File: src/design/congestion_window_controller_assert.svh
`ifndef CONGESTION_WINDOW_CONTROLLER_ASSERT_SVH
`define CONGESTION_WINDOW_CONTROLLER_ASSERT_SVH

// same-cycle implication, checked on i_clk, off while i_rst_n is low
`define CWC_ASSERT_IMP(lbl, ante, cons, msg) \
    lbl: assert property (@(posedge i_clk) disable iff (!i_rst_n) (ante) |-> (cons)) \
        else $error(msg);

// next-cycle implication, checked on i_clk, off while i_rst_n is low
`define CWC_ASSERT_NXT(lbl, ante, cons, msg) \
    lbl: assert property (@(posedge i_clk) disable iff (!i_rst_n) (ante) |=> (cons)) \
        else $error(msg);

`endif

File: src/design/cwc_pkg.sv
package cwc_pkg;

    // window and sequence geometry
    localparam int MAX_WINDOW = 32;
    localparam int SEQ_W      = 16;
    localparam int SLOT_W     = SEQ_W + 1;
    localparam int WIN_W      = 6;
    localparam int DUP_W      = 4;
    localparam int MODE_W     = 2;
    localparam int ACT_W      = 2;

    // apb geometry
    localparam int ADDR_W = 4;
    localparam int DATA_W = 32;

    localparam logic [DUP_W-1:0] DUP_SAT = '1;

    // event kinds
    localparam logic [MODE_W-1:0] MODE_START   = 2'd0;
    localparam logic [MODE_W-1:0] MODE_ACK     = 2'd1;
    localparam logic [MODE_W-1:0] MODE_TIMEOUT = 2'd2;

    // result actions
    localparam logic [ACT_W-1:0] ACT_SEND     = 2'd0;
    localparam logic [ACT_W-1:0] ACT_RESEND   = 2'd1;
    localparam logic [ACT_W-1:0] ACT_COMPLETE = 2'd2;
    localparam logic [ACT_W-1:0] ACT_NONE     = 2'd3;

    // register indexes
    localparam logic [1:0] REG_INIT_WINDOW    = 2'd0;
    localparam logic [1:0] REG_INIT_THRESHOLD = 2'd1;
    localparam logic [1:0] REG_DUP_ACK_LIMIT  = 2'd2;
    localparam logic [1:0] REG_TOTAL_SEGMENTS = 2'd3;

    typedef enum logic [1:0] {
        ST_IDLE,
        ST_DECIDE,
        ST_EMIT
    } t_state;

    typedef enum logic [1:0] {
        RUN_SEND,
        RUN_RESEND,
        RUN_COMPLETE,
        RUN_NONE
    } t_run;

    typedef struct packed {
        logic [WIN_W-1:0] init_window;
        logic [WIN_W-1:0] init_threshold;
        logic [DUP_W-1:0] dup_ack_limit;
        logic [SEQ_W-1:0] total_segments;
    } t_cfg;

    typedef struct packed {
        logic cap_in;
        logic decide;
        logic emit;
    } t_cmd;

    typedef struct packed {
        logic beat_last;
        logic beat_real;
    } t_sts;

    // clamp a window value to the largest allowed window
    function automatic logic [WIN_W-1:0] sat_win(input logic [WIN_W:0] v);
        logic [WIN_W-1:0] res;
        if (v > (WIN_W + 1)'(MAX_WINDOW)) begin
            res = WIN_W'(MAX_WINDOW);
        end else begin
            res = v[WIN_W-1:0];
        end
        return res;
    endfunction

endpackage

File: src/design/cwc_if.sv
// event channel
interface cwc_evt_if;
    logic                            valid;
    logic                            ready;
    logic [cwc_pkg::MODE_W-1:0]      mode;
    logic [cwc_pkg::SEQ_W-1:0]       ack_number;

    modport source (output valid, output mode, output ack_number, input ready);
    modport sink   (input valid, input mode, input ack_number, output ready);
endinterface

// command channel
interface cwc_res_if;
    logic                            valid;
    logic                            ready;
    logic [cwc_pkg::ACT_W-1:0]       action;
    logic [cwc_pkg::SEQ_W-1:0]       seq_number;
    logic [cwc_pkg::WIN_W-1:0]       window_now;
    logic [cwc_pkg::WIN_W-1:0]       threshold_now;
    logic                            last_of_run;

    modport source (output valid, output action, output seq_number, output window_now,
                    output threshold_now, output last_of_run, input ready);
    modport sink   (input valid, input action, input seq_number, input window_now,
                    input threshold_now, input last_of_run, output ready);
endinterface

File: src/design/cwc_dpath.sv
`include "congestion_window_controller_assert.svh"

module cwc_dpath (
    input  logic                          i_clk,
    input  logic                          i_rst_n,
    input  cwc_pkg::t_cfg                 i_cfg,
    input  cwc_pkg::t_cmd                 i_cmd,
    input  logic [cwc_pkg::MODE_W-1:0]    i_mode,
    input  logic [cwc_pkg::SEQ_W-1:0]     i_ack_number,
    output cwc_pkg::t_sts                 o_sts,
    output logic [cwc_pkg::ACT_W-1:0]     o_action,
    output logic [cwc_pkg::SEQ_W-1:0]     o_seq_number,
    output logic [cwc_pkg::WIN_W-1:0]     o_window_now,
    output logic [cwc_pkg::WIN_W-1:0]     o_threshold_now,
    output logic                          o_last_of_run
);

    // connection state
    logic [cwc_pkg::SEQ_W-1:0]  r_acked, n_acked;
    logic [cwc_pkg::SEQ_W-1:0]  r_oldest, n_oldest;
    logic [cwc_pkg::SLOT_W-1:0] r_slot, n_slot;
    logic [cwc_pkg::WIN_W-1:0]  r_window, n_window;
    logic [cwc_pkg::WIN_W-1:0]  r_thresh, n_thresh;
    logic [cwc_pkg::SEQ_W-1:0]  r_growth, n_growth;
    logic [cwc_pkg::DUP_W-1:0]  r_dup_cnt, n_dup_cnt;
    logic [cwc_pkg::SEQ_W-1:0]  r_dup_val, n_dup_val;
    logic [cwc_pkg::SEQ_W-1:0]  r_hs, n_hs;
    logic                       r_sd, n_sd;

    // latched event
    logic [cwc_pkg::MODE_W-1:0] r_mode, n_mode;
    logic [cwc_pkg::SEQ_W-1:0]  r_ack, n_ack;

    // run sequencer
    cwc_pkg::t_run              r_run, n_run;
    logic [cwc_pkg::SEQ_W-1:0]  r_done_seq, n_done_seq;
    logic [cwc_pkg::SEQ_W-1:0]  r_rs_seq, n_rs_seq;
    logic [cwc_pkg::WIN_W-1:0]  r_rs_cnt, n_rs_cnt;
    logic [cwc_pkg::WIN_W-1:0]  r_rs_lim, n_rs_lim;

    // output beat
    logic [cwc_pkg::ACT_W-1:0]  r_out_action, n_out_action;
    logic [cwc_pkg::SEQ_W-1:0]  r_out_seq, n_out_seq;
    logic [cwc_pkg::WIN_W-1:0]  r_out_win, n_out_win;
    logic [cwc_pkg::WIN_W-1:0]  r_out_thr, n_out_thr;
    logic                       r_out_last, n_out_last;

    // decision terms
    logic [cwc_pkg::SEQ_W-1:0]  tot;
    logic                       active;
    logic [cwc_pkg::WIN_W-1:0]  start_win;
    logic [cwc_pkg::WIN_W-1:0]  start_thr;
    logic [cwc_pkg::DUP_W-1:0]  dup_lim;
    logic [cwc_pkg::DUP_W-1:0]  dup_next;
    logic [cwc_pkg::WIN_W-1:0]  half_win;
    logic [cwc_pkg::WIN_W-1:0]  fr_win;
    logic                       grow;
    logic [cwc_pkg::WIN_W-1:0]  grown_win;
    logic [cwc_pkg::WIN_W-1:0]  ack_win;
    logic [cwc_pkg::SEQ_W-1:0]  since_mark;

    // beat terms
    logic [cwc_pkg::SLOT_W-1:0] hs_inc;
    logic [cwc_pkg::SLOT_W-1:0] hs_after;
    logic                       send_cond;
    logic                       send_next;
    logic [cwc_pkg::SLOT_W-1:0] rs_inc;
    logic [cwc_pkg::WIN_W-1:0]  rs_cnt_inc;
    logic                       rs_cond;
    logic                       rs_next;
    logic [cwc_pkg::ACT_W-1:0]  beat_action;
    logic [cwc_pkg::SEQ_W-1:0]  beat_seq;
    logic                       beat_last;
    logic                       beat_real;

    // configuration after range fixes
    assign tot       = i_cfg.total_segments;
    assign active    = (r_slot != '0);
    assign start_win = cwc_pkg::sat_win({1'b0, (i_cfg.init_window == '0) ?
                                          cwc_pkg::WIN_W'(1) : i_cfg.init_window});
    assign start_thr = cwc_pkg::sat_win({1'b0, i_cfg.init_threshold});
    assign dup_lim   = (i_cfg.dup_ack_limit == '0) ? cwc_pkg::DUP_W'(1) : i_cfg.dup_ack_limit;

    // duplicate ack count, restarting on a new value
    always_comb begin
        if (r_ack == r_dup_val) begin
            dup_next = (r_dup_cnt == cwc_pkg::DUP_SAT) ? cwc_pkg::DUP_SAT
                                                       : r_dup_cnt + cwc_pkg::DUP_W'(1);
        end else begin
            dup_next = cwc_pkg::DUP_W'(1);
        end
    end

    // window arithmetic
    assign half_win   = r_window >> 1;
    assign fr_win     = cwc_pkg::sat_win({1'b0, half_win} + (cwc_pkg::WIN_W + 1)'(3));
    assign since_mark = r_ack - r_growth;
    assign grow       = !r_sd && (since_mark >= cwc_pkg::SEQ_W'(r_window));
    assign grown_win  = (r_window < r_thresh) ? cwc_pkg::sat_win({r_window, 1'b0})
                      : cwc_pkg::sat_win({1'b0, r_window} + (cwc_pkg::WIN_W + 1)'(1));
    assign ack_win    = grow ? grown_win : r_window;

    // send and retransmit run conditions with one-step lookahead
    assign hs_inc     = {1'b0, r_hs} + cwc_pkg::SLOT_W'(1);
    assign send_cond  = (r_hs < tot) && ({1'b0, r_hs} < r_slot);
    assign send_next  = (hs_inc < {1'b0, tot}) && (hs_inc < r_slot);
    assign hs_after   = send_cond ? hs_inc : {1'b0, r_hs};
    assign rs_inc     = {1'b0, r_rs_seq} + cwc_pkg::SLOT_W'(1);
    assign rs_cnt_inc = r_rs_cnt + cwc_pkg::WIN_W'(1);
    assign rs_cond    = (r_rs_seq <= r_hs) && (r_rs_cnt < r_rs_lim);
    assign rs_next    = (rs_inc <= {1'b0, r_hs}) && (rs_cnt_inc < r_rs_lim);

    // current beat of the run
    always_comb begin
        beat_action = cwc_pkg::ACT_NONE;
        beat_seq    = '0;
        beat_last   = 1'b1;
        beat_real   = 1'b0;
        case (r_run)
            cwc_pkg::RUN_SEND: begin
                if (send_cond) begin
                    beat_action = cwc_pkg::ACT_SEND;
                    beat_seq    = hs_inc[cwc_pkg::SEQ_W-1:0];
                    beat_last   = !send_next;
                    beat_real   = 1'b1;
                end
            end
            cwc_pkg::RUN_RESEND: begin
                if (rs_cond) begin
                    beat_action = cwc_pkg::ACT_RESEND;
                    beat_seq    = r_rs_seq;
                    beat_last   = !rs_next;
                    beat_real   = 1'b1;
                end
            end
            cwc_pkg::RUN_COMPLETE: begin
                beat_action = cwc_pkg::ACT_COMPLETE;
                beat_seq    = r_done_seq;
                beat_real   = 1'b1;
            end
            default: begin
                beat_action = cwc_pkg::ACT_NONE;
            end
        endcase
    end

    assign o_sts.beat_last = beat_last;
    assign o_sts.beat_real = beat_real;

    // next state for capture, decision and run steps
    always_comb begin
        n_acked      = r_acked;
        n_oldest     = r_oldest;
        n_slot       = r_slot;
        n_window     = r_window;
        n_thresh     = r_thresh;
        n_growth     = r_growth;
        n_dup_cnt    = r_dup_cnt;
        n_dup_val    = r_dup_val;
        n_hs         = r_hs;
        n_sd         = r_sd;
        n_mode       = r_mode;
        n_ack        = r_ack;
        n_run        = r_run;
        n_done_seq   = r_done_seq;
        n_rs_seq     = r_rs_seq;
        n_rs_cnt     = r_rs_cnt;
        n_rs_lim     = r_rs_lim;
        n_out_action = r_out_action;
        n_out_seq    = r_out_seq;
        n_out_win    = r_out_win;
        n_out_thr    = r_out_thr;
        n_out_last   = r_out_last;

        // latch the event, ack clipped to the highest segment sent
        if (i_cmd.cap_in) begin
            n_mode = i_mode;
            n_ack  = (i_ack_number > r_hs) ? r_hs : i_ack_number;
        end

        // apply the event to the connection state and pick the run
        if (i_cmd.decide) begin
            n_run      = cwc_pkg::RUN_NONE;
            n_done_seq = '0;
            n_rs_seq   = r_oldest;
            n_rs_cnt   = '0;
            n_rs_lim   = r_window;
            case (r_mode)
                cwc_pkg::MODE_START: begin
                    n_window  = start_win;
                    n_thresh  = start_thr;
                    n_acked   = '0;
                    n_oldest  = cwc_pkg::SEQ_W'(1);
                    n_growth  = '0;
                    n_dup_cnt = '0;
                    n_dup_val = '0;
                    n_hs      = '0;
                    if (tot == '0) begin
                        n_sd   = 1'b1;
                        n_slot = '0;
                        n_run  = cwc_pkg::RUN_COMPLETE;
                    end else begin
                        n_sd   = 1'b0;
                        n_slot = cwc_pkg::SLOT_W'(start_win);
                        n_run  = cwc_pkg::RUN_SEND;
                    end
                end
                cwc_pkg::MODE_ACK: begin
                    if (active) begin
                        if (r_ack < r_oldest) begin
                            n_dup_val = r_ack;
                            n_dup_cnt = dup_next;
                            // fast retransmit
                            if (dup_next >= dup_lim) begin
                                n_run     = cwc_pkg::RUN_RESEND;
                                n_thresh  = half_win;
                                n_window  = fr_win;
                                n_growth  = r_acked;
                                n_slot    = {1'b0, r_acked} + cwc_pkg::SLOT_W'(fr_win);
                                n_dup_cnt = '0;
                            end
                        end else begin
                            n_acked   = r_ack;
                            n_oldest  = r_ack + cwc_pkg::SEQ_W'(1);
                            n_dup_cnt = '0;
                            if (r_ack >= tot) begin
                                n_slot     = '0;
                                n_sd       = 1'b1;
                                n_run      = cwc_pkg::RUN_COMPLETE;
                                n_done_seq = tot;
                            end else begin
                                if (grow) begin
                                    n_growth = r_ack;
                                end
                                n_window = ack_win;
                                n_slot   = {1'b0, r_ack} + cwc_pkg::SLOT_W'(ack_win);
                                if (!r_sd) begin
                                    n_run = cwc_pkg::RUN_SEND;
                                end
                            end
                        end
                    end
                end
                cwc_pkg::MODE_TIMEOUT: begin
                    if (active) begin
                        n_run     = cwc_pkg::RUN_RESEND;
                        n_thresh  = half_win;
                        n_window  = cwc_pkg::WIN_W'(1);
                        n_growth  = r_acked;
                        n_slot    = {1'b0, r_acked} + cwc_pkg::SLOT_W'(1);
                        n_dup_cnt = '0;
                    end
                end
                default: begin
                    n_run = cwc_pkg::RUN_NONE;
                end
            endcase
        end

        // advance the run and load the output beat
        if (i_cmd.emit) begin
            case (r_run)
                cwc_pkg::RUN_SEND: begin
                    n_hs = hs_after[cwc_pkg::SEQ_W-1:0];
                    if (hs_after >= {1'b0, tot}) begin
                        n_sd = 1'b1;
                    end
                end
                cwc_pkg::RUN_RESEND: begin
                    n_rs_seq = rs_inc[cwc_pkg::SEQ_W-1:0];
                    n_rs_cnt = rs_cnt_inc;
                end
                default: begin
                    n_rs_cnt = r_rs_cnt;
                end
            endcase
            n_out_action = beat_action;
            n_out_seq    = beat_seq;
            n_out_win    = r_window;
            n_out_thr    = r_thresh;
            n_out_last   = beat_last;
        end
    end

    // connection state registers
    always_ff @(posedge i_clk) begin
        if (!i_rst_n) begin
            r_acked   <= '0;
            r_oldest  <= cwc_pkg::SEQ_W'(1);
            r_slot    <= '0;
            r_window  <= cwc_pkg::WIN_W'(1);
            r_thresh  <= cwc_pkg::WIN_W'(16);
            r_growth  <= '0;
            r_dup_cnt <= '0;
            r_dup_val <= '0;
            r_hs      <= '0;
            r_sd      <= 1'b0;
            r_run     <= cwc_pkg::RUN_NONE;
        end else begin
            r_acked   <= n_acked;
            r_oldest  <= n_oldest;
            r_slot    <= n_slot;
            r_window  <= n_window;
            r_thresh  <= n_thresh;
            r_growth  <= n_growth;
            r_dup_cnt <= n_dup_cnt;
            r_dup_val <= n_dup_val;
            r_hs      <= n_hs;
            r_sd      <= n_sd;
            r_run     <= n_run;
        end
    end

    // event, run and beat payload registers
    always_ff @(posedge i_clk) begin
        r_mode       <= n_mode;
        r_ack        <= n_ack;
        r_done_seq   <= n_done_seq;
        r_rs_seq     <= n_rs_seq;
        r_rs_cnt     <= n_rs_cnt;
        r_rs_lim     <= n_rs_lim;
        r_out_action <= n_out_action;
        r_out_seq    <= n_out_seq;
        r_out_win    <= n_out_win;
        r_out_thr    <= n_out_thr;
        r_out_last   <= n_out_last;
    end

    assign o_action        = r_out_action;
    assign o_seq_number    = r_out_seq;
    assign o_window_now    = r_out_win;
    assign o_threshold_now = r_out_thr;
    assign o_last_of_run   = r_out_last;

    // state invariants
    `CWC_ASSERT_IMP(a_acked_le_sent, 1'b1, r_acked <= r_hs, "acked edge beyond highest sent")
    `CWC_ASSERT_IMP(a_window_range,
                    1'b1,
                    (r_window != '0) && (r_window <= cwc_pkg::WIN_W'(cwc_pkg::MAX_WINDOW)),
                    "window out of range")
    `CWC_ASSERT_IMP(a_slot_edge, active,
                    (r_slot == ({1'b0, r_acked} + cwc_pkg::SLOT_W'(r_window)))
                    && (r_oldest == (r_acked + cwc_pkg::SEQ_W'(1))),
                    "send window edges out of step")
    `CWC_ASSERT_NXT(a_sent_monotonic,
                    !(i_cmd.decide && (r_mode == cwc_pkg::MODE_START)),
                    r_hs >= $past(r_hs),
                    "highest sent went back without a start")

endmodule

File: src/design/cwc_ctrl.sv
`include "congestion_window_controller_assert.svh"

module cwc_ctrl (
    input  logic          i_clk,
    input  logic          i_rst_n,
    input  logic          i_in_valid,
    output logic          o_in_ready,
    output logic          o_out_valid,
    input  logic          i_out_ready,
    input  cwc_pkg::t_sts i_sts,
    output cwc_pkg::t_cmd o_cmd
);

    cwc_pkg::t_state r_state, n_state;
    logic            r_out_valid, n_out_valid;
    logic            out_free;

    // output stage can take a beat when empty or drained this cycle
    assign out_free = !r_out_valid || i_out_ready;

    // state register
    always_ff @(posedge i_clk) begin
        if (!i_rst_n) begin
            r_state     <= cwc_pkg::ST_IDLE;
            r_out_valid <= 1'b0;
        end else begin
            r_state     <= n_state;
            r_out_valid <= n_out_valid;
        end
    end

    // next state and commands
    always_comb begin
        n_state      = r_state;
        o_cmd        = '0;
        o_in_ready   = 1'b0;
        unique case (r_state)
            cwc_pkg::ST_IDLE: begin
                o_in_ready = 1'b1;
                if (i_in_valid) begin
                    o_cmd.cap_in = 1'b1;
                    n_state      = cwc_pkg::ST_DECIDE;
                end
            end
            cwc_pkg::ST_DECIDE: begin
                o_cmd.decide = 1'b1;
                n_state      = cwc_pkg::ST_EMIT;
            end
            cwc_pkg::ST_EMIT: begin
                if (out_free) begin
                    o_cmd.emit = 1'b1;
                    if (i_sts.beat_last) begin
                        n_state = cwc_pkg::ST_IDLE;
                    end
                end
            end
            default: begin
                n_state = cwc_pkg::ST_IDLE;
            end
        endcase
    end

    // output valid flag
    always_comb begin
        if (o_cmd.emit) begin
            n_out_valid = 1'b1;
        end else if (i_out_ready) begin
            n_out_valid = 1'b0;
        end else begin
            n_out_valid = r_out_valid;
        end
    end

    assign o_out_valid = r_out_valid;

    // a beat that is not the last one always carries a real command
    `CWC_ASSERT_IMP(a_inner_beat_real, o_cmd.emit && !i_sts.beat_last, i_sts.beat_real,
                    "filler beat in the middle of a run")

endmodule

File: src/design/congestion_window_controller.sv
// Reno-style sender window controller. Events (start, ack, timeout) come in on i_evt and
// each produces a run of one or more commands on o_res, the final one flagged by
// last_of_run; a run is send-new, retransmit, transfer-complete or a single do-nothing
// beat, and every beat reports the window and threshold after the event. An event is
// latched in one cycle and applied to the connection state in the next, then the run
// sequencer issues one command per cycle through the output register while o_res is
// not stalled. A new event is taken once the last command of the previous run sits in
// the output register.
// Registers are written over the APB port, by byte address: 0 initial window,
// 4 initial threshold, 8 duplicate ack limit, 12 total segments; write them only
// between events.
`include "congestion_window_controller_assert.svh"

module congestion_window_controller (
    input  logic                           i_clk,
    input  logic                           i_rst_n,
    cwc_evt_if.sink                        i_evt,
    cwc_res_if.source                      o_res,
    input  logic                           psel,
    input  logic                           penable,
    input  logic                           pwrite,
    input  logic [cwc_pkg::ADDR_W-1:0]     paddr,
    input  logic [cwc_pkg::DATA_W-1:0]     pwdata,
    output logic [cwc_pkg::DATA_W-1:0]     prdata,
    output logic                           pready
);

    cwc_pkg::t_cfg r_cfg, n_cfg;
    cwc_pkg::t_cmd cmd;
    cwc_pkg::t_sts sts;
    logic          cfg_wr;
    logic          in_ready;
    logic          out_valid;

    // apb register file
    assign pready = 1'b1;
    assign cfg_wr = psel && penable && pwrite;

    always_comb begin
        n_cfg = r_cfg;
        if (cfg_wr) begin
            unique case (paddr[3:2])
                cwc_pkg::REG_INIT_WINDOW:    n_cfg.init_window    = pwdata[cwc_pkg::WIN_W-1:0];
                cwc_pkg::REG_INIT_THRESHOLD: n_cfg.init_threshold = pwdata[cwc_pkg::WIN_W-1:0];
                cwc_pkg::REG_DUP_ACK_LIMIT:  n_cfg.dup_ack_limit  = pwdata[cwc_pkg::DUP_W-1:0];
                cwc_pkg::REG_TOTAL_SEGMENTS: n_cfg.total_segments = pwdata[cwc_pkg::SEQ_W-1:0];
                default:                     n_cfg                = r_cfg;
            endcase
        end
    end

    always_ff @(posedge i_clk) begin
        if (!i_rst_n) begin
            r_cfg.init_window    <= cwc_pkg::WIN_W'(1);
            r_cfg.init_threshold <= cwc_pkg::WIN_W'(16);
            r_cfg.dup_ack_limit  <= cwc_pkg::DUP_W'(3);
            r_cfg.total_segments <= '0;
        end else begin
            r_cfg <= n_cfg;
        end
    end

    // register readback
    always_comb begin
        unique case (paddr[3:2])
            cwc_pkg::REG_INIT_WINDOW:    prdata = cwc_pkg::DATA_W'(r_cfg.init_window);
            cwc_pkg::REG_INIT_THRESHOLD: prdata = cwc_pkg::DATA_W'(r_cfg.init_threshold);
            cwc_pkg::REG_DUP_ACK_LIMIT:  prdata = cwc_pkg::DATA_W'(r_cfg.dup_ack_limit);
            cwc_pkg::REG_TOTAL_SEGMENTS: prdata = cwc_pkg::DATA_W'(r_cfg.total_segments);
            default:                     prdata = '0;
        endcase
    end

    // sequencer
    cwc_ctrl u_ctrl (
        .i_clk       (i_clk),
        .i_rst_n     (i_rst_n),
        .i_in_valid  (i_evt.valid),
        .o_in_ready  (in_ready),
        .o_out_valid (out_valid),
        .i_out_ready (o_res.ready),
        .i_sts       (sts),
        .o_cmd       (cmd)
    );

    // window state and command datapath
    cwc_dpath u_dpath (
        .i_clk           (i_clk),
        .i_rst_n         (i_rst_n),
        .i_cfg           (r_cfg),
        .i_cmd           (cmd),
        .i_mode          (i_evt.mode),
        .i_ack_number    (i_evt.ack_number),
        .o_sts           (sts),
        .o_action        (o_res.action),
        .o_seq_number    (o_res.seq_number),
        .o_window_now    (o_res.window_now),
        .o_threshold_now (o_res.threshold_now),
        .o_last_of_run   (o_res.last_of_run)
    );

    assign i_evt.ready = in_ready;
    assign o_res.valid = out_valid;

endmodule
File: src/flat_wrapper.sv
// flat-port wrapper written by rule: the top's interface ports become plain ports
module congestion_window_controller_flat 
  (i_clk, i_rst_n, psel, penable, pwrite, paddr, pwdata, prdata, pready, i_evt_valid, i_evt_mode, i_evt_ack_number, i_evt_ready, o_res_valid, o_res_action, o_res_seq_number, o_res_window_now, o_res_threshold_now, o_res_last_of_run, o_res_ready);
  cwc_evt_if i_evt_i ();
  cwc_res_if o_res_i ();
  input  logic i_clk;
  input  logic i_rst_n;
  input  logic psel;
  input  logic penable;
  input  logic pwrite;
  input  logic [cwc_pkg::ADDR_W-1:0] paddr;
  input  logic [cwc_pkg::DATA_W-1:0] pwdata;
  output logic [cwc_pkg::DATA_W-1:0] prdata;
  output logic pready;
  input wire logic [$bits(i_evt_i.valid)-1:0] i_evt_valid;
  input wire logic [$bits(i_evt_i.mode)-1:0] i_evt_mode;
  input wire logic [$bits(i_evt_i.ack_number)-1:0] i_evt_ack_number;
  output wire logic [$bits(i_evt_i.ready)-1:0] i_evt_ready;
  output wire logic [$bits(o_res_i.valid)-1:0] o_res_valid;
  output wire logic [$bits(o_res_i.action)-1:0] o_res_action;
  output wire logic [$bits(o_res_i.seq_number)-1:0] o_res_seq_number;
  output wire logic [$bits(o_res_i.window_now)-1:0] o_res_window_now;
  output wire logic [$bits(o_res_i.threshold_now)-1:0] o_res_threshold_now;
  output wire logic [$bits(o_res_i.last_of_run)-1:0] o_res_last_of_run;
  input wire logic [$bits(o_res_i.ready)-1:0] o_res_ready;
  assign i_evt_i.valid = i_evt_valid;
  assign i_evt_i.mode = i_evt_mode;
  assign i_evt_i.ack_number = i_evt_ack_number;
  assign i_evt_ready = i_evt_i.ready;
  assign o_res_valid = o_res_i.valid;
  assign o_res_action = o_res_i.action;
  assign o_res_seq_number = o_res_i.seq_number;
  assign o_res_window_now = o_res_i.window_now;
  assign o_res_threshold_now = o_res_i.threshold_now;
  assign o_res_last_of_run = o_res_i.last_of_run;
  assign o_res_i.ready = o_res_ready;
  congestion_window_controller u_core (.i_clk(i_clk), .i_rst_n(i_rst_n), .i_evt(i_evt_i), .o_res(o_res_i), .psel(psel), .penable(penable), .pwrite(pwrite), .paddr(paddr), .pwdata(pwdata), .prdata(prdata), .pready(pready));
endmodule
File: config.mk
export PLATFORM = sky130hd
export DESIGN_NAME = congestion_window_controller_flat
export DESIGN_NICKNAME = d
export VERILOG_FILES = /design/src/design/cwc_pkg.sv /design/src/design/cwc_if.sv /design/src/design/cwc_dpath.sv /design/src/design/cwc_ctrl.sv /design/src/design/congestion_window_controller.sv /design/src/flat_wrapper.sv
export VERILOG_INCLUDE_DIRS = /design/src /design/src/design
export SDC_FILE = /design/constraint.sdc
export NUM_CORES = 1
export LEC_CHECK = 0
export BUFFER_PORTS_ARGS = -buffer_cell sky130_fd_sc_hd__buf_2
export CORE_ASPECT_RATIO = 0.6
export CORE_MARGIN = 2
export CORE_UTILIZATION = 37
export DETAILED_ROUTE_END_ITERATION = 12
export PLACE_DENSITY_LB_ADDON = 0.25
export REMOVE_ABC_BUFFERS = 1
export SYNTH_ARGS = -nofsm -noshare
export SYNTH_HDL_FRONTEND = slang
export SYNTH_HIERARCHICAL = 1
export SYNTH_SLANG_ARGS = --single-unit
File: constraint.sdc
create_clock -name i_clk -period 7.9 [get_ports i_clk]
set_input_delay 0 -clock i_clk [delete_from_list [all_inputs] [get_ports i_clk]]
set_output_delay 0 -clock i_clk [all_outputs]
set_load 0.005 [all_outputs]
* Word-level counts from Yosys, hierarchy flattened *
Index checks and enable logic that the tools add are counted.
W data, S select, Z words.

word-level totals
  memories kept = 0
  input port bits = 61
  latch bits = 0
  register bits after elaboration = 244
  logic and storage cells = 222
  ROM bits = 0
  bits in writable memories = 0

cells by class
  bitwise operators = 3
  $mul = 0
  order comparisons = 20
  multiplexer cells = 101
  shift operators = 0
  div/mod/pow operators = 0
  equal/unequal tests = 23
  add/subtract/negate cells = 11
  reduce and logical (&&, ||, !) cells = 36

operators by type and width
  operator                 count
  $mux W16                 22
  $pmux W32 S4             1
  $mux W6                  20
  $mux W17                 6
  $pmux W16 S2             3
  $pmux W16 S3             2
  $add A16 B1 Y17 const B  3
  $pmux W17 S3             1
  $pmux W6 S3              2
  $add A16 B6 Y17          2
  $lt A16 B16 Y1           2
  $mux W4                  7
  $mux W2                  12
  $gt A6 B6 Y1 const B     3
  $lt A6 B6 Y1             3
  $mux W1                  18
  $pmux W2 S3              3
  $ge A17 B16 Y1           1
  $le A17 B16 Y1           1
  $lt A16 B17 Y1           1
  $lt A17 B16 Y1           1
  $lt A17 B17 Y1           1
  $reduce_bool A17 Y1      1
  $add A16 B1 Y16 const B  1
  37 further kinds         77

* Longest topological paths before layout *
Gate-level depths: netlist of run 1.

  depth in word-level cells = 10
  depth in mapped cells = 26
  gate-level depth less buffers = 26

* Cells and area by module *
Netlist of run 1, hierarchy kept.

by module, submodules not included
  module                        instances  area an instance (µm²)  cells an instance  seq. area each (µm²)
  cwc_dpath                     1          16583.4                 1927               4954.8
  congestion_window_controller  1          1644.1                  171                640.6
  cwc_ctrl                      1          146.4                   16                 60.1

* Least setup slack after synthesis of run 1 *
Ideal clock, no wire load.

  path kind = register to register
  start point = register u_core/u_dpath/r_ack[1] (netlist bit)
  end point = register u_core/u_dpath/r_slot[10] (netlist bit)
  buffers on the path = 0
  setup time = 0.126 ns
  data arrival time = 4.965 ns
  clock period less this slack = 5.091 ns
  path slack = 2.809 ns
  cell stages (with the launch flop) = 26
  cells stage by stage = edfxtp_1 > ha_1 > nor2b_1 > o31a_1 > nor2_1 > xnor2_1 > ha_1 > inv_1 > o31ai_1 > a2111oi_0 > o311ai_1 > and4b_4 > a41oi_4 > mux2_2 > ha_1 > inv_1 > fa_1 > nor2b_1 > o21ai_0 > a21boi_0 > o21ai_0 > a21oi_1 > nor2b_1 > xor2_1 > a222oi_1 > o21ai_0

between the ends
  longest elaborated chain between the ends = 9

ends and longest elaborated chain
  element                   line              source
  start: declaration        cwc_dpath.sv:32   logic [cwc_pkg::SEQ_W-1:0] r_ack, n_ack;
  start signal: assignment  cwc_dpath.sv:317  r_ack <= n_ack;
  $sub A16 B16 Y16          cwc_dpath.sv:97   assign since_mark = r_ack - r_growth;
  $ge A16 B6 Y1             cwc_dpath.sv:98   assign grow = !r_sd && (since_mark >= cwc_pkg::SEQ_W'(r_window));
  $logic_and A1 B1 Y1       cwc_dpath.sv:98
  $mux W6                   cwc_dpath.sv:101  assign ack_win = grow ? grown_win : r_window;
  $add A16 B6 Y17           cwc_dpath.sv:236  n_slot = {1'b0, r_ack} + cwc_pkg::SLOT_W'(ack_win);
  $mux W17                  cwc_dpath.sv:226  if (r_ack >= tot) begin
  $mux W17                  cwc_dpath.sv:210  if (r_ack < r_oldest) begin
  $mux W17                  cwc_dpath.sv:209  if (active) begin
  $pmux W17 S3              cwc_dpath.sv:188  case (r_mode)
  end signal: assignment    cwc_dpath.sv:302  r_slot <= n_slot;
  end: declaration          cwc_dpath.sv:21   logic [cwc_pkg::SLOT_W-1:0] r_slot, n_slot;

Parallel ways exist; a longest one is shown, timed or not. The select of a mux whose other input is x is not followed.
A chain may end at the register's enable or synchronous reset.

* Final worst setup path of run 1 *
  start point = register u_core/u_dpath/r_ack[2] (netlist bit)
  end point = register u_core/u_dpath/r_slot[10] (netlist bit)

Same word-level chain as after synthesis.

==> metrics.txt, run 1 <==
# TYPE chip_impl_metric gauge
chip_impl_metric{name="cp.required",unit="ps"} 8330
chip_impl_metric{name="nets",unit=""} 2498
chip_impl_metric{name="max_freq",unit="MHz"} 156
chip_impl_metric{name="routed-via-count",unit=""} 17100
chip_impl_metric{name="place.detailed.instances",unit=""} 2779
chip_impl_metric{name="mappedNetlistArea",unit="mm^2"} 0.0184
chip_impl_metric{name="postSynthCellCount",unit=""} 2112
chip_impl_info{name="worst_path_max_delay_cell",value="sky130_fd_sc_hd__a2111oi_0"} 1
chip_impl_metric{name="areaGrowthSynthToFinish",unit="%"} 13.0
chip_impl_metric{name="p_per_area",unit="mW/mm^2"} 153
chip_impl_metric{name="routed_wirelength",unit="um"} 65800
chip_impl_metric{name="power.share.clock",unit=""} 0.392
chip_impl_metric{name="clock-skew-final",unit="ps"} 15.0
chip_impl_metric{name="crit_fanout",unit=""} 13
chip_impl_metric{name="p_sw_frac",unit=""} 0.307
chip_impl_metric{name="final_period_utilization",unit=""} 0.810
chip_impl_metric{name="seq_power_share",unit=""} 0.428
chip_impl_metric{name="number_of_vias_per_cell_after_detailed_routing",unit=""} 5.95
chip_impl_metric{name="vdd.ir_drop.worst",unit="V"} 0.000107
chip_impl_metric{name="layout_setup_ws",unit="ps"} 1500
chip_impl_info{name="cts_tree",value="yes"} 1
chip_impl_metric{name="timing.slew.headroom",unit=""} 0.143
chip_impl_metric{name="num_rows",unit=""} 63
chip_impl_metric{name="cts-buffers-inserted",unit=""} 26
chip_impl_metric{name="gpl.final_weighted_congestion",unit=""} 0.947
chip_impl_metric{name="wire_per_inst",unit="um"} 22.9
chip_impl_metric{name="power_switching",unit="uW"} 974
chip_impl_metric{name="cts_setup_buffers",unit=""} 0
chip_impl_metric{name="final-hold-violation-count",unit=""} 0
chip_impl_metric{name="period_minus_slack",unit="ps"} 6400
chip_impl_metric{name="port_buffers",unit=""} 91
chip_impl_info{name="worstHoldPathType",value="in2reg"} 1
chip_impl_info{name="endpoint_kind",value="flip-flop"} 1
chip_impl_metric{name="critPathMaxStageDelay",unit="ps"} 530
chip_impl_metric{name="first_iter_violations",unit=""} 1975
chip_impl_metric{name="finalSetupTns",unit="ps"} 0
chip_impl_metric{name="groute.usage.overall",unit=""} 0.249
chip_impl_metric{name="synth.avg_cell_area",unit="um^2"} 8.69
chip_impl_metric{name="detail_route.drc_violations",unit=""} 0
chip_impl_metric{name="clock_insertion_delay_worst_skew",unit="ps"} 570
chip_impl_metric{name="top_level_ports",unit=""} 127
chip_impl_info{name="setup.worst_path.start_class",value="flip-flop"} 1
chip_impl_metric{name="share_of_post_route_cells_with_drive_strength_above_1",unit=""} 0.0988
chip_impl_metric{name="transition_time_at_the_pin_with_the_least_slew_margin",unit="ps"} 1280
chip_impl_metric{name="critical_path_arrival",unit="ps"} 6830
chip_impl_metric{name="clock_transition_at_the_register_clock_pins_on_the_worst_setup_and_hold_paths_after_cts",unit="ps"} 70
chip_impl_metric{name="grt_pass1_wl",unit="um"} 98500
chip_impl_metric{name="internal_power",unit="uW"} 2200
chip_impl_metric{name="global_route.overflow_total",unit=""} 0
chip_impl_metric{name="finalPower",unit="uW"} 3170
chip_impl_metric{name="cts_htree_levels",unit=""} 1
chip_impl_metric{name="chipHeight",unit="um"} 177
chip_impl_metric{name="cts_sinks",unit=""} 244
chip_impl_metric{name="antenna_found_initial",unit=""} 2
chip_impl_metric{name="clock_path_buffers",unit=""} 3
chip_impl_metric{name="drv.max_cap_violation_count",unit=""} 0
chip_impl_metric{name="synthesis.yosys.warnings",unit=""} 6
chip_impl_metric{name="fp.dieW",unit="um"} 292
chip_impl_metric{name="hpwlAfterDp",unit="um"} 49500
chip_impl_info{name="status",value="finished clean"} 1
chip_impl_metric{name="design.core.area",unit="mm^2"} 0.0492
chip_impl_metric{name="drv_slew",unit=""} 0
chip_impl_metric{name="insertedDiodeCount",unit=""} 0
chip_impl_metric{name="logic_gate_share_of_total_power",unit=""} 0.180
chip_impl_info{name="setup_repair_after_global_routing_missed_its_margin",value="no"} 1
chip_impl_metric{name="setup_viol_count_final",unit=""} 0
chip_impl_info{name="criticalPathCategory",value="reg2reg"} 1
chip_impl_metric{name="die_area",unit="mm^2"} 0.0515
chip_impl_metric{name="ant_nets",unit=""} 0
chip_impl_metric{name="total_leakage_power",unit="uW"} 0.00860
chip_impl_metric{name="first_global_vias",unit=""} 16000
chip_impl_metric{name="worst_case_hold_slack",unit="ps"} 109
chip_impl_metric{name="layoutNonFillerInstCount",unit=""} 2877
chip_impl_metric{name="drt_pass1_iterations",unit=""} 7
chip_impl_metric{name="pre_cts_ws",unit="ps"} 1750
chip_impl_info{name="clock-root-buffer",value="sky130_fd_sc_hd__clkbuf_16"} 1
chip_impl_metric{name="grt_start_max_net_pins",unit=""} 63
chip_impl_metric{name="floorplan.initialDensity",unit=""} 0.373
state kept, by name (all words and copies together), names as in the netlist, 2 cells and up:
name                            count
u_core/u_dpath/r_thresh             6
u_core/u_dpath/o_seq_number        16
u_core/u_dpath/r_rs_cnt             6
u_core/u_dpath/r_done_seq          16
u_core/u_dpath/r_oldest            16
u_core/u_dpath/o_action             2
u_core/u_dpath/r_hs                16
u_core/u_dpath/r_rs_seq            16
u_core/u_dpath/r_slot              17
u_core/u_dpath/r_ack               16
u_core/u_dpath/r_dup_cnt            4
u_core/u_dpath/r_growth            16
u_core/r_cfg                       32
u_core/u_dpath/r_mode               2
u_core/u_dpath/r_dup_val           16
u_core/u_dpath/r_window             6
u_core/u_dpath/r_acked             16
u_core/u_dpath/o_threshold_now      6
u_core/u_ctrl/r_state               2
u_core/u_dpath/o_window_now         6
u_core/u_dpath/r_rs_lim             6
u_core/u_dpath/r_run                2
power by group through the flow:
stage	sequential (uW)	clock [uW]	combinational, uW
3_5_place_dp	1380	0	537
2_1_floorplan	1380	0	329
5_1_grt	1360	1310	620
6_report	1360	1240	572
4_1_cts	1350	1260	556
3_3_place_gp	1380	0	526
metrics by stage:
| step | instance area (um^2) | utilization |
|---|---|---|
| floorplan | 17800 | - |
| CTS | 20800 | 0.422 |
| finish | 20800 | 0.422 |
| global route | 20800 | 0.422 |
| detailed placement | 19400 | 0.395 |
| global placement | 19400 | 0.395 |
cell usage in the layout (no fill, tap or decap), types with 11 or more instances in the layout:
cell type / n
sky130_fd_sc_hd__ha_1: 226
sky130_fd_sc_hd__nand2_1: 189
sky130_fd_sc_hd__dfxtp_1: 167
sky130_fd_sc_hd__inv_1: 137
sky130_fd_sc_hd__nor2_1: 135
sky130_fd_sc_hd__a21oi_1: 115
sky130_fd_sc_hd__o21ai_0: 93
sky130_fd_sc_hd__buf_2: 91
sky130_fd_sc_hd__nand3_1: 91
sky130_fd_sc_hd__edfxtp_1: 77
sky130_fd_sc_hd__xnor2_1: 67
sky130_fd_sc_hd__a21o_1: 65
sky130_fd_sc_hd__a22o_1: 53
sky130_fd_sc_hd__dlygate4sd3_1: 51
sky130_fd_sc_hd__mux2i_1: 48
sky130_fd_sc_hd__and3_1: 46
sky130_fd_sc_hd__xor2_1: 41
sky130_fd_sc_hd__a22oi_1: 41
sky130_fd_sc_hd__buf_4: 40
sky130_fd_sc_hd__nand4_1: 33
sky130_fd_sc_hd__nor3_1: 31
sky130_fd_sc_hd__nor2b_1: 30
sky130_fd_sc_hd__clkbuf_16: 28
sky130_fd_sc_hd__nand2b_1: 22
sky130_fd_sc_hd__a211oi_1: 19
sky130_fd_sc_hd__conb_1: 17
sky130_fd_sc_hd__mux2_2: 17
sky130_fd_sc_hd__o21a_1: 16
sky130_fd_sc_hd__o211ai_1: 15
sky130_fd_sc_hd__nor4_1: 15
sky130_fd_sc_hd__a31oi_1: 12
sky130_fd_sc_hd__o221ai_1: 11
final cells by class:
class	count	area (um^2)
sequential	244	5660
fill	4870	28400
inverter	138	518
clock buffer	34	734
clock inverter	13	96.3
multi-input combinational	1616	11700
timing repair buffer	182	1270
tap	650	813
routing by layer:
layer  track usage  part of all wire  wire length (um)
met1         0.388              0.49             32300
met2         0.335              0.38             25200
met3        0.0696              0.11              7070
met4        0.0473             0.018              1200
met5             0           0.00020                13
path summary, 6_finish.rpt:
path / startpoint / to / slack, ps / cells after the start
hold reg to reg: u_core/u_dpath/r_oldest[5] / u_core/u_dpath/r_oldest[5] / 460 / 2
hold / removal: i_evt_valid / u_core/u_dpath/r_ack[14] / 110 / 3
setup reg to reg: u_core/u_dpath/r_ack[2] / u_core/u_dpath/r_slot[10] / 1500 / 26
setup / recovery: u_core/u_dpath/r_ack[2] / u_core/u_dpath/r_slot[10] / 1500 / 26
critical path, delay by kind of cell (launching register included):
| family | cells | cell delay (ps) |
|---|---|---|
| multiplexers | 1 | 350 |
| AO/OA/AOI/OAI | 12 | 2960 |
| XOR/XNOR | 2 | 220 |
| adder cells (fa/ha/maj) | 4 | 1170 |
| flip-flops | 1 | 360 |
| buffers and inverters | 3 | 350 |
| AND/OR/NAND/NOR | 4 | 850 |
timing repair:
action,in CTS,in global routing
endpoints found under the hold margin,54,0
setup endpoints to repair,0,0
hold buffers,51,0
gates resized for setup,0,0
Power figures use the tool's default switching activity.
==> run 2: changes to the inputs <==
==> constraint.sdc (replaced) <==
create_clock -name i_clk -period 5.9 [get_ports i_clk]
set_input_delay 0 -clock i_clk [delete_from_list [all_inputs] [get_ports i_clk]]
set_output_delay 0 -clock i_clk [all_outputs]
set_load 0.005 [all_outputs]
==> run 2 against run 1 <==
Against the previous run:
- via count is 0.30% lower
- maximum frequency rose by 15%
- first-iteration DRC count shrank 1.5%
- setup slack lost 1200 ps
- utilization is 0.41 points higher
- register-to-register slack worse by 1200 ps
- critical path depth is the same
- clock power increased by 39%
- sequential power up 34%
==> metrics.txt, run 2 (synthesis gave the netlist of run 1 again) <==
# TYPE chip_impl_metric gauge
chip_impl_info{name="clock-root-buffer",value="sky130_fd_sc_hd__clkbuf_16"} 1
chip_impl_info{name="mostFrequentLayoutCells",value="226 x sky130_fd_sc_hd__ha_1, 189 x sky130_fd_sc_hd__nand2_1, 167 x sky130_fd_sc_hd__dfxtp_1"} 1
chip_impl_metric{name="transition_time_at_the_pin_with_the_least_slew_margin",unit="ps"} 1280
chip_impl_info{name="criticalPathCategory",value="reg2reg"} 1
chip_impl_metric{name="vdd.ir_drop.worst",unit="V"} 0.000193
chip_impl_metric{name="detail_route.drc_violations",unit=""} 0
chip_impl_metric{name="antenna_found_initial",unit=""} 1
chip_impl_info{name="cts_tree",value="yes"} 1
chip_impl_metric{name="p_per_area",unit="mW/mm^2"} 206
chip_impl_metric{name="crit_fanout",unit=""} 7
chip_impl_metric{name="finalSetupTns",unit="ps"} 0
chip_impl_metric{name="wire_per_inst",unit="um"} 23.0
chip_impl_metric{name="timing.slew.headroom",unit=""} 0.140
chip_impl_metric{name="finalPower",unit="uW"} 4310
chip_impl_info{name="setup_repair_after_global_routing_missed_its_margin",value="no"} 1
chip_impl_metric{name="clock_transition_at_the_register_clock_pins_on_the_worst_setup_and_hold_paths_after_cts",unit="ps"} 70
chip_impl_metric{name="cp.required",unit="ps"} 6340
chip_impl_metric{name="num_rows",unit=""} 63
chip_impl_metric{name="clock-skew-final",unit="ps"} 25.5
chip_impl_metric{name="total_leakage_power",unit="uW"} 0.00873
chip_impl_info{name="biggestRegsByFlops",value="u_core/r_cfg: 32 flops, u_core/u_dpath/r_slot: 17 flops"} 1
chip_impl_metric{name="port_buffers",unit=""} 91
chip_impl_info{name="worst_path_max_delay_cell",value="sky130_fd_sc_hd__edfxtp_1"} 1
chip_impl_metric{name="routed-via-count",unit=""} 17100
chip_impl_info{name="endpoint_kind",value="flip-flop"} 1
chip_impl_metric{name="routed_wirelength",unit="um"} 66800
chip_impl_metric{name="design.core.area",unit="mm^2"} 0.0492
chip_impl_metric{name="period_minus_slack",unit="ps"} 5560
chip_impl_metric{name="clock_insertion_delay_worst_skew",unit="ps"} 570
chip_impl_info{name="path_common_cell",value="sky130_fd_sc_hd__ha_1"} 1
chip_impl_metric{name="cts_htree_levels",unit=""} 1
chip_impl_metric{name="die_area",unit="mm^2"} 0.0515
chip_impl_metric{name="global_route.overflow_total",unit=""} 0
chip_impl_metric{name="insertedDiodeCount",unit=""} 0
chip_impl_metric{name="cts_sinks",unit=""} 244
chip_impl_info{name="setup.worst_path.start_class",value="flip-flop"} 1
chip_impl_metric{name="first_global_vias",unit=""} 16000
chip_impl_metric{name="share_of_post_route_cells_with_drive_strength_above_1",unit=""} 0.108
chip_impl_metric{name="chipHeight",unit="um"} 177
chip_impl_metric{name="largest_register_ffs",unit=""} 32
chip_impl_metric{name="final-hold-violation-count",unit=""} 0
chip_impl_metric{name="critPathMaxStageDelay",unit="ps"} 460
chip_impl_info{name="status",value="finished clean"} 1
chip_impl_metric{name="floorplan.initialDensity",unit=""} 0.373
chip_impl_metric{name="nets",unit=""} 2520
chip_impl_metric{name="gpl.final_weighted_congestion",unit=""} 0.966
chip_impl_metric{name="top_level_ports",unit=""} 127
chip_impl_metric{name="drv.max_cap_violation_count",unit=""} 0
chip_impl_info{name="layout_commonest_cell",value="sky130_fd_sc_hd__ha_1"} 1
chip_impl_metric{name="hpwlAfterDp",unit="um"} 51300
chip_impl_metric{name="grt_pass1_wl",unit="um"} 99100
chip_impl_metric{name="drv_slew",unit=""} 0
chip_impl_metric{name="setup_viol_count_final",unit=""} 0
chip_impl_info{name="worstHoldPathType",value="in2reg"} 1
chip_impl_metric{name="final_period_utilization",unit=""} 0.942
chip_impl_metric{name="drt_pass1_iterations",unit=""} 7
chip_impl_metric{name="critical_path_arrival",unit="ps"} 6000
chip_impl_metric{name="fp.dieW",unit="um"} 292
chip_impl_info{name="top_register",value="u_core/r_cfg"} 1
chip_impl_metric{name="first_iter_violations",unit=""} 1946
chip_impl_metric{name="number_of_vias_per_cell_after_detailed_routing",unit=""} 5.89
chip_impl_metric{name="areaGrowthSynthToFinish",unit="%"} 14.1
chip_impl_metric{name="ant_nets",unit=""} 0
chip_impl_metric{name="cts-buffers-inserted",unit=""} 26
chip_impl_metric{name="grt_start_max_net_pins",unit=""} 59
chip_impl_metric{name="max_freq",unit="MHz"} 180
chip_impl_metric{name="clock_path_buffers",unit=""} 3
chip_impl_metric{name="groute.usage.overall",unit=""} 0.253
run 2: power breakdown:
part,switching (uW),internal (uW),total (uW),leakage (uW)
registers,47.3,1770,1820,0.00210
logic,486,288,773,0.00620
clock network,764,957,1720,0.000421
total,1300,3010,4310,0.00873
run 2: cell type report:
class / count / area [um^2]
clock inverters: 15 / 108
clock buffers: 33 / 761
fillers: 4858 / 28200
repair buffers: 204 / 1430
well taps: 650 / 813
flip-flops and latches: 244 / 5660
multi-input cells: 1616 / 11700
inverters: 138 / 518
run 2: critical path: cells and delay by family, from the launching register on:
family	cells	cell delay (ps)
AOI/OAI and AO/OA	11	2120
xor gates and xnor gates	2	260
adders and majority gates	4	1090
buffers and inverters	3	310
DFF	1	460
muxes	1	310
and+or+nand+nor	5	850
run 2: worst paths after layout:
kind	end	cells past startpoint	from	slack [ps]
worst max-delay path	u_core/u_dpath/r_slot[12]	26	u_core/u_dpath/r_ack[1]	340
worst min-delay path	u_core/u_dpath/r_hs[10]	3	i_rst_n	30
worst max register to register	u_core/u_dpath/r_slot[12]	26	u_core/u_dpath/r_ack[1]	340
worst min register to register	u_core/u_dpath/r_oldest[13]	2	u_core/u_dpath/r_oldest[13]	460
run 2: stage by stage:
| step | worst slack, ps | utilization | instances | cell area [um^2] | hold slack [ps] |
|---|---|---|---|---|---|
| 3_5_place_dp | 201 | 0.397 | 2795 | 19500 | 210 |
| 4_1_cts | 155 | 0.425 | 2894 | 20900 | 1.96 |
| 2_1_floorplan | 734 | - | 1998 | 17800 | 61.9 |
| 3_3_place_gp | 435 | 0.397 | 2795 | 19500 | 215 |
| 6_report | 343 | 0.426 | 2900 | 21000 | 28.9 |
| 5_1_grt | 22.2 | 0.426 | 2900 | 21000 | 34.4 |
run 2: layer usage:
metal | vias up | wire length, um | part of all wire | global-route usage
met5 | - | 0 | 0 | 0
met2 | 788 | 24900 | 0.37 | 0.329
li1 | 7918 | - | - | -
met3 | 76 | 8630 | 0.13 | 0.0944
met1 | 8294 | 32100 | 0.48 | 0.387
met4 | 0 | 1210 | 0.018 | 0.0483
run 2: what timing repair did:
item | CTS | global route
hold buffers | 51 | 0
buffers inserted | 0 | 6
hold endpoints to repair | 52 | 0
endpoints found under the setup margin | 0 | 6
resized for setup | 0 | 2
